[src/rtl/scmef_pkg.sv]
package scmef_pkg;

	localparam int FRACTION_BITS = 16;
	localparam int FRAC_W        = FRACTION_BITS + 1;
	localparam int CNT_W         = $clog2(FRACTION_BITS + 1);

	localparam int ID_W   = 11;
	localparam int RAW_W  = 16;
	localparam int ELAP_W = 10;
	localparam int SQ_W   = 2 * RAW_W;
	localparam int CFG_IDX_W  = 2;
	localparam int CFG_DATA_W = 16;

	localparam logic [CFG_IDX_W-1:0] REG_DEVICE_ID = 2'd0;
	localparam logic [CFG_IDX_W-1:0] REG_TIMEOUT   = 2'd1;
	localparam logic [CFG_IDX_W-1:0] REG_CUTOFF    = 2'd2;

	localparam logic [ID_W-1:0]  DEVICE_ID_RST = '0;
	localparam logic [RAW_W-1:0] TIMEOUT_RST   = 16'd250;
	localparam logic [RAW_W-1:0] CUTOFF_RST    = 16'd1300;

	localparam logic [FRAC_W-1:0] FRAC_FULL = FRAC_W'(1) << FRACTION_BITS;

	localparam logic OP_FRAME = 1'b0;
	localparam logic OP_TICK  = 1'b1;

	typedef struct packed {
		logic busy;
		logic done;
	} div_sts_t;

endpackage

[src/rtl/scmef_if.sv]
interface scmef_in_if import scmef_pkg::*; ();
	logic              valid;
	logic              ready;
	logic              op;
	logic [ID_W-1:0]   frame_id;
	logic [RAW_W-1:0]  in_volt_raw;
	logic [RAW_W-1:0]  cap_volt_raw;
	logic [RAW_W-1:0]  in_curr_raw;
	logic [RAW_W-1:0]  target_pwr_raw;
	logic [ELAP_W-1:0] elapsed;

	modport source (
		output valid, op, frame_id, in_volt_raw, cap_volt_raw, in_curr_raw,
		       target_pwr_raw, elapsed,
		input  ready
	);
	modport sink (
		input  valid, op, frame_id, in_volt_raw, cap_volt_raw, in_curr_raw,
		       target_pwr_raw, elapsed,
		output ready
	);
endinterface

interface scmef_out_if import scmef_pkg::*; ();
	logic              valid;
	logic              ready;
	logic              online;
	logic [RAW_W-1:0]  in_volt;
	logic [RAW_W-1:0]  cap_volt;
	logic [RAW_W-1:0]  in_curr;
	logic [RAW_W-1:0]  target_pwr;
	logic [FRAC_W-1:0] energy_fraction;

	modport source (
		output valid, online, in_volt, cap_volt, in_curr, target_pwr, energy_fraction,
		input  ready
	);
	modport sink (
		input  valid, online, in_volt, cap_volt, in_curr, target_pwr, energy_fraction,
		output ready
	);
endinterface

[src/rtl/supercap_monitor_energy_fraction.sv]
// Supercapacitor monitor: one status word out for every word in. A tick word or a frame
// with a foreign identifier goes straight to the done state after acceptance and presents
// its status once the output register is free. A frame for the configured device passes
// from acceptance to status through the shared squarer for input voltage, capacitor voltage
// and cutoff, a state to form numerator and denominator, one restoring divider step per
// fraction bit, a state to take the quotient and the done state that latches the status.
// A frame whose fraction needs no division skips the divider. The input is taken again once
// the status is latched in the output register, which may still wait for the consumer.
module supercap_monitor_energy_fraction import scmef_pkg::*; (
	input  logic                  clk,
	input  logic                  arst_n,
	input  logic                  cfg_we,
	input  logic [CFG_IDX_W-1:0]  cfg_index,
	input  logic [CFG_DATA_W-1:0] cfg_data,
	scmef_in_if.sink              in_ch,
	scmef_out_if.source           out_ch
);

	typedef enum logic [2:0] {
		ST_IDLE,
		ST_SQ_IN,
		ST_SQ_CAP,
		ST_SQ_CUT,
		ST_PREP,
		ST_DIV,
		ST_DONE
	} state_t;

	state_t            state_q;
	logic [ID_W-1:0]   dev_id_q;
	logic [RAW_W-1:0]  timeout_q;
	logic [RAW_W-1:0]  cutoff_q;
	logic [RAW_W-1:0]  in_volt_q;
	logic [RAW_W-1:0]  cap_volt_q;
	logic [RAW_W-1:0]  in_curr_q;
	logic [RAW_W-1:0]  target_pwr_q;
	logic [FRAC_W-1:0] frac_q;
	logic              online_q;
	logic [RAW_W-1:0]  silence_q;
	logic [SQ_W-1:0]   in2_q;
	logic [SQ_W-1:0]   cap2_q;

	logic              out_valid_q;
	logic              out_online_q;
	logic [RAW_W-1:0]  out_in_volt_q;
	logic [RAW_W-1:0]  out_cap_volt_q;
	logic [RAW_W-1:0]  out_in_curr_q;
	logic [RAW_W-1:0]  out_target_pwr_q;
	logic [FRAC_W-1:0] out_frac_q;

	logic                     accept;
	logic                     out_free;
	logic [RAW_W-1:0]         sq_a;
	logic [SQ_W-1:0]          sq_p;
	logic [RAW_W:0]           sil_sum;
	logic [RAW_W-1:0]         sil_next;
	logic                     need_div;
	logic [SQ_W-1:0]          div_num;
	logic [SQ_W-1:0]          div_den;
	div_sts_t                 div_sts;
	logic [FRACTION_BITS-1:0] div_quo;

	assign accept   = in_ch.valid && in_ch.ready;
	assign out_free = !out_valid_q || out_ch.ready;
	assign in_ch.ready = (state_q == ST_IDLE);

	always_comb begin
		unique case (state_q)
			ST_SQ_IN:  sq_a = in_volt_q;
			ST_SQ_CAP: sq_a = cap_volt_q;
			default:   sq_a = cutoff_q;
		endcase
	end

	scmef_sqr u_sqr (
		.clk (clk),
		.a   (sq_a),
		.p_q (sq_p)
	);

	assign sil_sum  = {1'b0, silence_q} + (RAW_W + 1)'(in_ch.elapsed);
	assign sil_next = sil_sum[RAW_W] ? '1 : sil_sum[RAW_W-1:0];

	assign need_div = (state_q == ST_PREP) && (in_volt_q > cutoff_q) && (cap2_q > sq_p) &&
		(cap2_q < in2_q);
	assign div_num  = cap2_q - sq_p;
	assign div_den  = in2_q - sq_p;

	scmef_div u_div (
		.clk    (clk),
		.arst_n (arst_n),
		.start  (need_div),
		.num    (div_num),
		.den    (div_den),
		.sts    (div_sts),
		.quo    (div_quo)
	);

	always_ff @(posedge clk or negedge arst_n) begin
		if (!arst_n) begin
			state_q      <= ST_IDLE;
			dev_id_q     <= DEVICE_ID_RST;
			timeout_q    <= TIMEOUT_RST;
			cutoff_q     <= CUTOFF_RST;
			in_volt_q    <= '0;
			cap_volt_q   <= '0;
			in_curr_q    <= '0;
			target_pwr_q <= '0;
			frac_q       <= '0;
			online_q     <= 1'b0;
			silence_q    <= '0;
			out_valid_q  <= 1'b0;
		end else begin
			if (cfg_we) begin
				unique case (cfg_index)
					REG_DEVICE_ID: dev_id_q  <= cfg_data[ID_W-1:0];
					REG_TIMEOUT:   timeout_q <= cfg_data;
					REG_CUTOFF:    cutoff_q  <= cfg_data;
					default:       ;
				endcase
			end

			if (state_q == ST_DONE && out_free) begin
				out_valid_q <= 1'b1;
			end else if (out_valid_q && out_ch.ready) begin
				out_valid_q <= 1'b0;
			end

			unique case (state_q)
				ST_IDLE: begin
					if (accept) begin
						if (in_ch.op == OP_TICK) begin
							state_q   <= ST_DONE;
							silence_q <= sil_next;
							if (sil_next > timeout_q) begin
								in_volt_q    <= '0;
								cap_volt_q   <= '0;
								in_curr_q    <= '0;
								target_pwr_q <= '0;
								online_q     <= 1'b0;
							end
						end else if (in_ch.frame_id == dev_id_q) begin
							in_volt_q    <= in_ch.in_volt_raw;
							cap_volt_q   <= in_ch.cap_volt_raw;
							in_curr_q    <= in_ch.in_curr_raw;
							target_pwr_q <= in_ch.target_pwr_raw;
							silence_q    <= '0;
							online_q     <= 1'b1;
							state_q      <= ST_SQ_IN;
						end else begin
							state_q <= ST_DONE;
						end
					end
				end
				ST_SQ_IN:  state_q <= ST_SQ_CAP;
				ST_SQ_CAP: state_q <= ST_SQ_CUT;
				ST_SQ_CUT: state_q <= ST_PREP;
				ST_PREP: begin
					if (need_div) begin
						state_q <= ST_DIV;
					end else begin
						frac_q  <= (in_volt_q > cutoff_q && cap2_q > sq_p) ? FRAC_FULL : '0;
						state_q <= ST_DONE;
					end
				end
				ST_DIV: begin
					if (div_sts.done) begin
						frac_q  <= FRAC_W'(div_quo);
						state_q <= ST_DONE;
					end
				end
				ST_DONE: begin
					if (out_free) begin
						state_q <= ST_IDLE;
					end
				end
				default: state_q <= ST_IDLE;
			endcase
		end
	end

	always_ff @(posedge clk) begin
		if (state_q == ST_SQ_CAP) begin
			in2_q <= sq_p;
		end
		if (state_q == ST_SQ_CUT) begin
			cap2_q <= sq_p;
		end
		if (state_q == ST_DONE && out_free) begin
			out_online_q     <= online_q;
			out_in_volt_q    <= in_volt_q;
			out_cap_volt_q   <= cap_volt_q;
			out_in_curr_q    <= in_curr_q;
			out_target_pwr_q <= target_pwr_q;
			out_frac_q       <= frac_q;
		end
	end

	assign out_ch.valid           = out_valid_q;
	assign out_ch.online          = out_online_q;
	assign out_ch.in_volt         = out_in_volt_q;
	assign out_ch.cap_volt        = out_cap_volt_q;
	assign out_ch.in_curr         = out_in_curr_q;
	assign out_ch.target_pwr      = out_target_pwr_q;
	assign out_ch.energy_fraction = out_frac_q;

	a_ready_not_busy: assert property (@(posedge clk) disable iff (!arst_n)
		in_ch.ready |-> !div_sts.busy)
		else $error("input ready while divider busy");

	a_frac_range: assert property (@(posedge clk) disable iff (!arst_n)
		frac_q <= FRAC_FULL)
		else $error("fraction above full scale");

	a_div_done_state: assert property (@(posedge clk) disable iff (!arst_n)
		div_sts.done |-> state_q == ST_DIV)
		else $error("divider finished outside divide state");

	a_frame_online: assert property (@(posedge clk) disable iff (!arst_n)
		(accept && in_ch.op == OP_FRAME && in_ch.frame_id == dev_id_q) |=> online_q)
		else $error("matching frame did not set online");

	a_no_overrun: assert property (@(posedge clk) disable iff (!arst_n)
		(out_valid_q && !out_ch.ready) |=> out_valid_q && $stable(out_frac_q))
		else $error("pending status overwritten");

endmodule

[src/rtl/scmef_sqr.sv]
module scmef_sqr import scmef_pkg::*; (
	input  logic             clk,
	input  logic [RAW_W-1:0] a,
	output logic [SQ_W-1:0]  p_q
);

	always_ff @(posedge clk) begin
		p_q <= SQ_W'(a) * SQ_W'(a);
	end

endmodule

[src/rtl/scmef_div.sv]
module scmef_div import scmef_pkg::*; (
	input  logic                     clk,
	input  logic                     arst_n,
	input  logic                     start,
	input  logic [SQ_W-1:0]          num,
	input  logic [SQ_W-1:0]          den,
	output div_sts_t                 sts,
	output logic [FRACTION_BITS-1:0] quo
);

	logic [SQ_W-1:0]          rem_q;
	logic [SQ_W-1:0]          den_q;
	logic [FRACTION_BITS-1:0] quo_q;
	logic [CNT_W-1:0]         cnt_q;
	logic                     busy_q;
	logic                     done_q;
	logic [SQ_W:0]            shifted;
	logic [SQ_W:0]            diff;
	logic                     fits;

	assign shifted = {rem_q, 1'b0};
	assign diff    = shifted - {1'b0, den_q};
	assign fits    = shifted >= {1'b0, den_q};

	always_ff @(posedge clk or negedge arst_n) begin
		if (!arst_n) begin
			busy_q <= 1'b0;
			done_q <= 1'b0;
			cnt_q  <= '0;
		end else begin
			done_q <= 1'b0;
			if (start && !busy_q) begin
				busy_q <= 1'b1;
				cnt_q  <= CNT_W'(FRACTION_BITS);
			end else if (busy_q) begin
				cnt_q <= cnt_q - CNT_W'(1);
				if (cnt_q == CNT_W'(1)) begin
					busy_q <= 1'b0;
					done_q <= 1'b1;
				end
			end
		end
	end

	always_ff @(posedge clk) begin
		if (start && !busy_q) begin
			rem_q <= num;
			den_q <= den;
			quo_q <= '0;
		end else if (busy_q) begin
			rem_q <= fits ? diff[SQ_W-1:0] : shifted[SQ_W-1:0];
			quo_q <= {quo_q[FRACTION_BITS-2:0], fits};
		end
	end

	assign sts.busy = busy_q;
	assign sts.done = done_q;
	assign quo      = quo_q;

endmodule
[src/flat_wrapper.sv]
// flat-port wrapper written by rule: the top's interface ports become plain ports
module supercap_monitor_energy_fraction_flat import scmef_pkg::*;
  (clk, arst_n, cfg_we, cfg_index, cfg_data, in_ch_valid, in_ch_op, in_ch_frame_id, in_ch_in_volt_raw, in_ch_cap_volt_raw, in_ch_in_curr_raw, in_ch_target_pwr_raw, in_ch_elapsed, in_ch_ready, out_ch_valid, out_ch_online, out_ch_in_volt, out_ch_cap_volt, out_ch_in_curr, out_ch_target_pwr, out_ch_energy_fraction, out_ch_ready);
  scmef_in_if in_ch_i ();
  scmef_out_if out_ch_i ();
  input  logic clk;
  input  logic arst_n;
  input  logic cfg_we;
  input  logic [CFG_IDX_W-1:0] cfg_index;
  input  logic [CFG_DATA_W-1:0] cfg_data;
  input wire logic [$bits(in_ch_i.valid)-1:0] in_ch_valid;
  input wire logic [$bits(in_ch_i.op)-1:0] in_ch_op;
  input wire logic [$bits(in_ch_i.frame_id)-1:0] in_ch_frame_id;
  input wire logic [$bits(in_ch_i.in_volt_raw)-1:0] in_ch_in_volt_raw;
  input wire logic [$bits(in_ch_i.cap_volt_raw)-1:0] in_ch_cap_volt_raw;
  input wire logic [$bits(in_ch_i.in_curr_raw)-1:0] in_ch_in_curr_raw;
  input wire logic [$bits(in_ch_i.target_pwr_raw)-1:0] in_ch_target_pwr_raw;
  input wire logic [$bits(in_ch_i.elapsed)-1:0] in_ch_elapsed;
  output wire logic [$bits(in_ch_i.ready)-1:0] in_ch_ready;
  output wire logic [$bits(out_ch_i.valid)-1:0] out_ch_valid;
  output wire logic [$bits(out_ch_i.online)-1:0] out_ch_online;
  output wire logic [$bits(out_ch_i.in_volt)-1:0] out_ch_in_volt;
  output wire logic [$bits(out_ch_i.cap_volt)-1:0] out_ch_cap_volt;
  output wire logic [$bits(out_ch_i.in_curr)-1:0] out_ch_in_curr;
  output wire logic [$bits(out_ch_i.target_pwr)-1:0] out_ch_target_pwr;
  output wire logic [$bits(out_ch_i.energy_fraction)-1:0] out_ch_energy_fraction;
  input wire logic [$bits(out_ch_i.ready)-1:0] out_ch_ready;
  assign in_ch_i.valid = in_ch_valid;
  assign in_ch_i.op = in_ch_op;
  assign in_ch_i.frame_id = in_ch_frame_id;
  assign in_ch_i.in_volt_raw = in_ch_in_volt_raw;
  assign in_ch_i.cap_volt_raw = in_ch_cap_volt_raw;
  assign in_ch_i.in_curr_raw = in_ch_in_curr_raw;
  assign in_ch_i.target_pwr_raw = in_ch_target_pwr_raw;
  assign in_ch_i.elapsed = in_ch_elapsed;
  assign in_ch_ready = in_ch_i.ready;
  assign out_ch_valid = out_ch_i.valid;
  assign out_ch_online = out_ch_i.online;
  assign out_ch_in_volt = out_ch_i.in_volt;
  assign out_ch_cap_volt = out_ch_i.cap_volt;
  assign out_ch_in_curr = out_ch_i.in_curr;
  assign out_ch_target_pwr = out_ch_i.target_pwr;
  assign out_ch_energy_fraction = out_ch_i.energy_fraction;
  assign out_ch_i.ready = out_ch_ready;
  supercap_monitor_energy_fraction u_core (.clk(clk), .arst_n(arst_n), .cfg_we(cfg_we), .cfg_index(cfg_index), .cfg_data(cfg_data), .in_ch(in_ch_i), .out_ch(out_ch_i));
endmodule
[config.mk]
export PLATFORM = sky130hd
export DESIGN_NAME = supercap_monitor_energy_fraction_flat
export DESIGN_NICKNAME = d
export VERILOG_FILES = /design/src/rtl/scmef_pkg.sv /design/src/rtl/scmef_if.sv /design/src/rtl/supercap_monitor_energy_fraction.sv /design/src/rtl/scmef_sqr.sv /design/src/rtl/scmef_div.sv /design/src/flat_wrapper.sv
export SDC_FILE = /design/constraint.sdc
export NUM_CORES = 1
export LEC_CHECK = 0
export BUFFER_PORTS_ARGS = -buffer_cell sky130_fd_sc_hd__buf_2
export CORE_MARGIN = 4
export CORE_UTILIZATION = 60
export CTS_CLUSTER_SIZE = 12
export DETAILED_ROUTE_END_ITERATION = 10
export GPL_ROUTABILITY_DRIVEN = 0
export GPL_TIMING_DRIVEN = 0
export PLACE_DENSITY = 0.79
export SLEW_MARGIN = 20
export SYNTH_ARGS = -nofsm -noshare
export SYNTH_HDL_FRONTEND = slang
export SYNTH_SLANG_ARGS = --single-unit
[constraint.sdc]
create_clock -name clk -period 12 [get_ports clk]
set_clock_uncertainty 0.2 [all_clocks]
set_input_delay 0 -clock clk [delete_from_list [all_inputs] [get_ports clk]]
set_output_delay 0 -clock clk [all_outputs]
set_load 0.02 [all_outputs]
==> flow_summary.toml <==
[routing]
route.top_layer_used = "met4"
met1Wirelength_um = 29300
dr.pass1.iters = 8
route.met2.wl_um = 38100
drt-total-wl_um = 77400
detail_route.iter0.violations = 1920
detail_route.vias_per_cell = 5.95
drc = 0
post_drt_wl_per_cell_um = 19.5
detailroute.wirelength.met3_um = 5500
routed-via-count = 23600
detail-route-antenna-nets = 0

[critical_path]
regToRegEndpoint = "u_core.u_sqr.p_q[30]$_DFF_P_"
worst_setup_path_startpoint = "u_core.state_q[2]$_DFFE_PN0P_"
worst_r2r_startpoint = "u_core.state_q[2]$_DFFE_PN0P_"
worst_setup_path_start_kind = "flop"
path_class = "flop to flop"
worstPathRequired_ns = 12.26
worst-path-stages = 30
ff2ff_setup_slack_ns = 2.95
worst-path-buf-inv = 9
critPathArrivalTime_ns = 9.32
critical_path.slowest_cell = "sky130_fd_sc_hd__a21oi_1"
cp_top_family = "adder cells"
worstSetupEndpoint = "u_core.u_sqr.p_q[30]$_DFF_P_"
crit_path_max_fanout = 10
rr_worst_depth = 30
critical_path.endpoint_type = "flop"
cp_slowest_stage_delay_ns = 0.59

[clock_network]
clock_sinks = 407
cts_made_buffers = 44
cts_root_buffer = "sky130_fd_sc_hd__clkbuf_16"
cts-htree-levels = 2
cts.repair_timing.setup_buffer_count = 0
cts.path.max_buffers = 3
clock_insertion_delay_worst_skew_ns = 0.58
cts_tree = "built"
cts_repair_resize_count = 0
cts.clk_slew.worst_paths_ns = 0.06

[timing]
final.min_clock_period_ns = 9.05
setup_tns_ns = 0
final_setup_violation_count = 0
timing.max_slew.rel_slack = 0.190
drv_slew = 0
rsz_0062_raised_after_global_routing = "no"
clock.fmax_mhz = 110
final.period_utilization = 0.755
timing_worst_slew_pin_value_ns = 1.21
hold_violations = 0

[worst_hold_path]
holdPathStages = 4
hold_path.class = "input pin to flop"
worst_hold_startpoint = "in_ch_target_pwr_raw[8]"

[floorplanning]
die_area_um2 = 52200
ios = 193
die-width_um = 229
floorplan.initialDensity = 0.608
rows = 80
die_height_um = 229
core_um2 = 47900

[placement]
io_buffers = 192
dp_hpwl_um = 56800
placement.cell_area_um2 = 31100
place.detailed.instances = 3766

[synth]
main_combinational_cell_family_by_area_after_synthesis = "adder cells"
synth_ff_type = "sky130_fd_sc_hd__edfxtp_1"
synth-warning-count = 0
share_of_synthesized_area_spent_on_multiplexers = 0.0383
ys_types = 88
simple_logic_cell_fraction_of_the_synthesized_area = 0.112
synth-compound-area-share = 0.138
seq_area_frac_synth = 0.377
synth_xor_area_frac = 0.0354
yosys_register_bits = 407
netlist_area_um2 = 29200
synth.avg_cell_area_um2 = 9.90
net_count_synth = 3491
yosys.area_share.adder = 0.229
synth_enable_flop_cells = 208
asyncSetResetFlopFracSynth = 0.373
synthCells = 2948

[global_route]
groute.usage.overall = 0.292
first_global_vias = 24600
grt_antenna_before_repair = 3
grt_max_degree = 76
grt_pass1_wl_um = 125000
gr-total-overflow = 0

[run_status]
run_status = "finished clean"

[cells_and_area]
drive_gt1_frac = 0.116
num-nets-final = 3853
fin_cells = 3964
postLayoutCoreUtil = 0.701
final_non_filler_cell_area_um2 = 33600
syn_to_final_growth_pct = 15.2

[flow_run]
timing.max_cap.violations = 0
-- worst reg2reg max path: cells and delay by family (launching register included) --
kind / cells / cell delay (ns)
flops: 1 / 0.31
simple gates: 4 / 1.03
xor+xnor: 1 / 0.20
buf+inv: 9 / 1.57
compound gates: 9 / 2.20
fa+ha+maj: 7 / 3.45
-- stage by stage --
step	hold WS (ns)	setup slack [ns]
floorplan	-0.496	4.19
finish	0.0140	2.95
global route	0.0315	2.62
global placement	0.0362	1.29
CTS	0.000140	3.09
detailed placement	-0.177	3.12
-- worst min path at each step --
stage	endpoint	slack, ns
final	u_core.target_pwr_q[8]$_DFFE_PN0P_	0.01
after detailed placement	u_core.silence_q[7]$_DFFE_PN0P_	-0.18
after CTS	u_core.in_curr_q[7]$_DFFE_PN0P_	0.0001
after global placement	u_core.target_pwr_q[6]$_DFFE_PN0P_	0.04
after floorplan	u_core.cap_volt_q[0]$_DFFE_PN0P_	-0.50
after global routing	u_core.in_curr_q[5]$_DFFE_PN0P_	0.03
-- placed cells by master (no fill, tap or decap), drive strengths merged, types with 10 or more instances in the layout --
cell,Yosys,layout
a2111oi,10,10
a211oi,25,25
a21o,74,74
a21oi,195,195
a22o,13,13
a31oi,19,19
and3,18,18
buf,31,235
clkbuf,60,131
clkinv,6,12
dfrtp,142,142
dfstp,10,10
dfxtp,47,47
dlygate4sd3,0,112
edfxtp,208,208
fa,168,168
ha,266,266
inv,429,432
mux2,48,48
mux2i,57,57
nand2,353,353
nand2b,14,14
nand3,36,36
nand4,27,27
nor2,173,173
nor2b,19,19
nor3,42,42
o211ai,19,19
o21a,25,25
o21ai,132,132
o21bai,10,10
o22ai,32,32
xnor2,75,75
xor2,43,43
-- state kept, by name, summed over array words and instances (netlist names), 17 cells and up --
register                       cells
u_core.u_sqr.p_q                  31
u_core.cap2_q                     31
u_core.frac_q                     17
u_core.u_div.den_q                32
u_core.u_div.rem_q                32
u_core.in2_q                      31
u_core.out_ch.energy_fraction     17
-- cell usage after synthesis (all sizes together), types with 5 or more instances --
cell,instances,area share
a2111oi,10,0.0041
a221oi,6,0.0020
inv,429,0.055
nor4,6,0.0013
mux2,48,0.019
a21oi,195,0.034
fa,168,0.12
a22oi,5,0.0015
nor2b,19,0.0043
dfrtp,142,0.12
nand2,353,0.045
o211ai,19,0.0051
nand3b,6,0.0015
a21o,74,0.019
xor2,43,0.013
o22ai,32,0.0069
a22o,13,0.0039
nand4,27,0.0060
nand4b,5,0.0015
dfstp,10,0.0090
a21boi,7,0.0018
clkinv,6,0.00077
a31oi,19,0.0041
o21bai,10,0.0026
a211oi,25,0.0066
dfxtp,47,0.032
a2111o,5,0.0019
buf,31,0.0065
ha,266,0.11
o31ai,9,0.0025
mux2i,57,0.020
xnor2,75,0.023
and2,9,0.0019
o21a,25,0.0064
and3,18,0.0039
nor2,173,0.022
nand2b,14,0.0030
or3,9,0.0019
o21ai,132,0.023
a31o,5,0.0018
clkbuf,60,0.0077
nand3,36,0.0062
edfxtp,208,0.21
nor3,42,0.0075
-- kinds of logic (layout without fill, tap and decap cells) --
family / Yosys count / count (layout)
other: 0 / 4
muxes: 105 / 105
and+or+nand+nor: 733 / 733
buffers and inverters: 526 / 923
xor gates and xnor gates: 118 / 118
DFF: 407 / 407
AOI/OAI and AO/OA: 625 / 625
adders and majority gates: 434 / 434
-- per-layer routing --
layer / vias to the layer above / GRT usage
met1: 11300 / 0.360
met4: 0 / 0.150
met2: 1124 / 0.498
met3: 321 / 0.0454
li1: 10800 / -
met5: - / 0
-- cell type report --
class	instances	area (um2)
multi-input cells	2015	16200
clock inverters	10	73.8
fillers	3266	14300
flip-flops and latches	407	11000
clock buffers	71	1290
inverters	435	1630
well taps	615	769
repair buffers	316	2260
plain buffers	91	414
diodes	4	10.0
-- repair_timing --
action / CTS / global route
hold buffers: 113 / 0
setup endpoints to repair: 0 / 0
hold endpoints to repair: 285 / 0
Power is not shown: default switching activity piles up to over one toggle a cycle in this logic, so the estimate is an artifact.
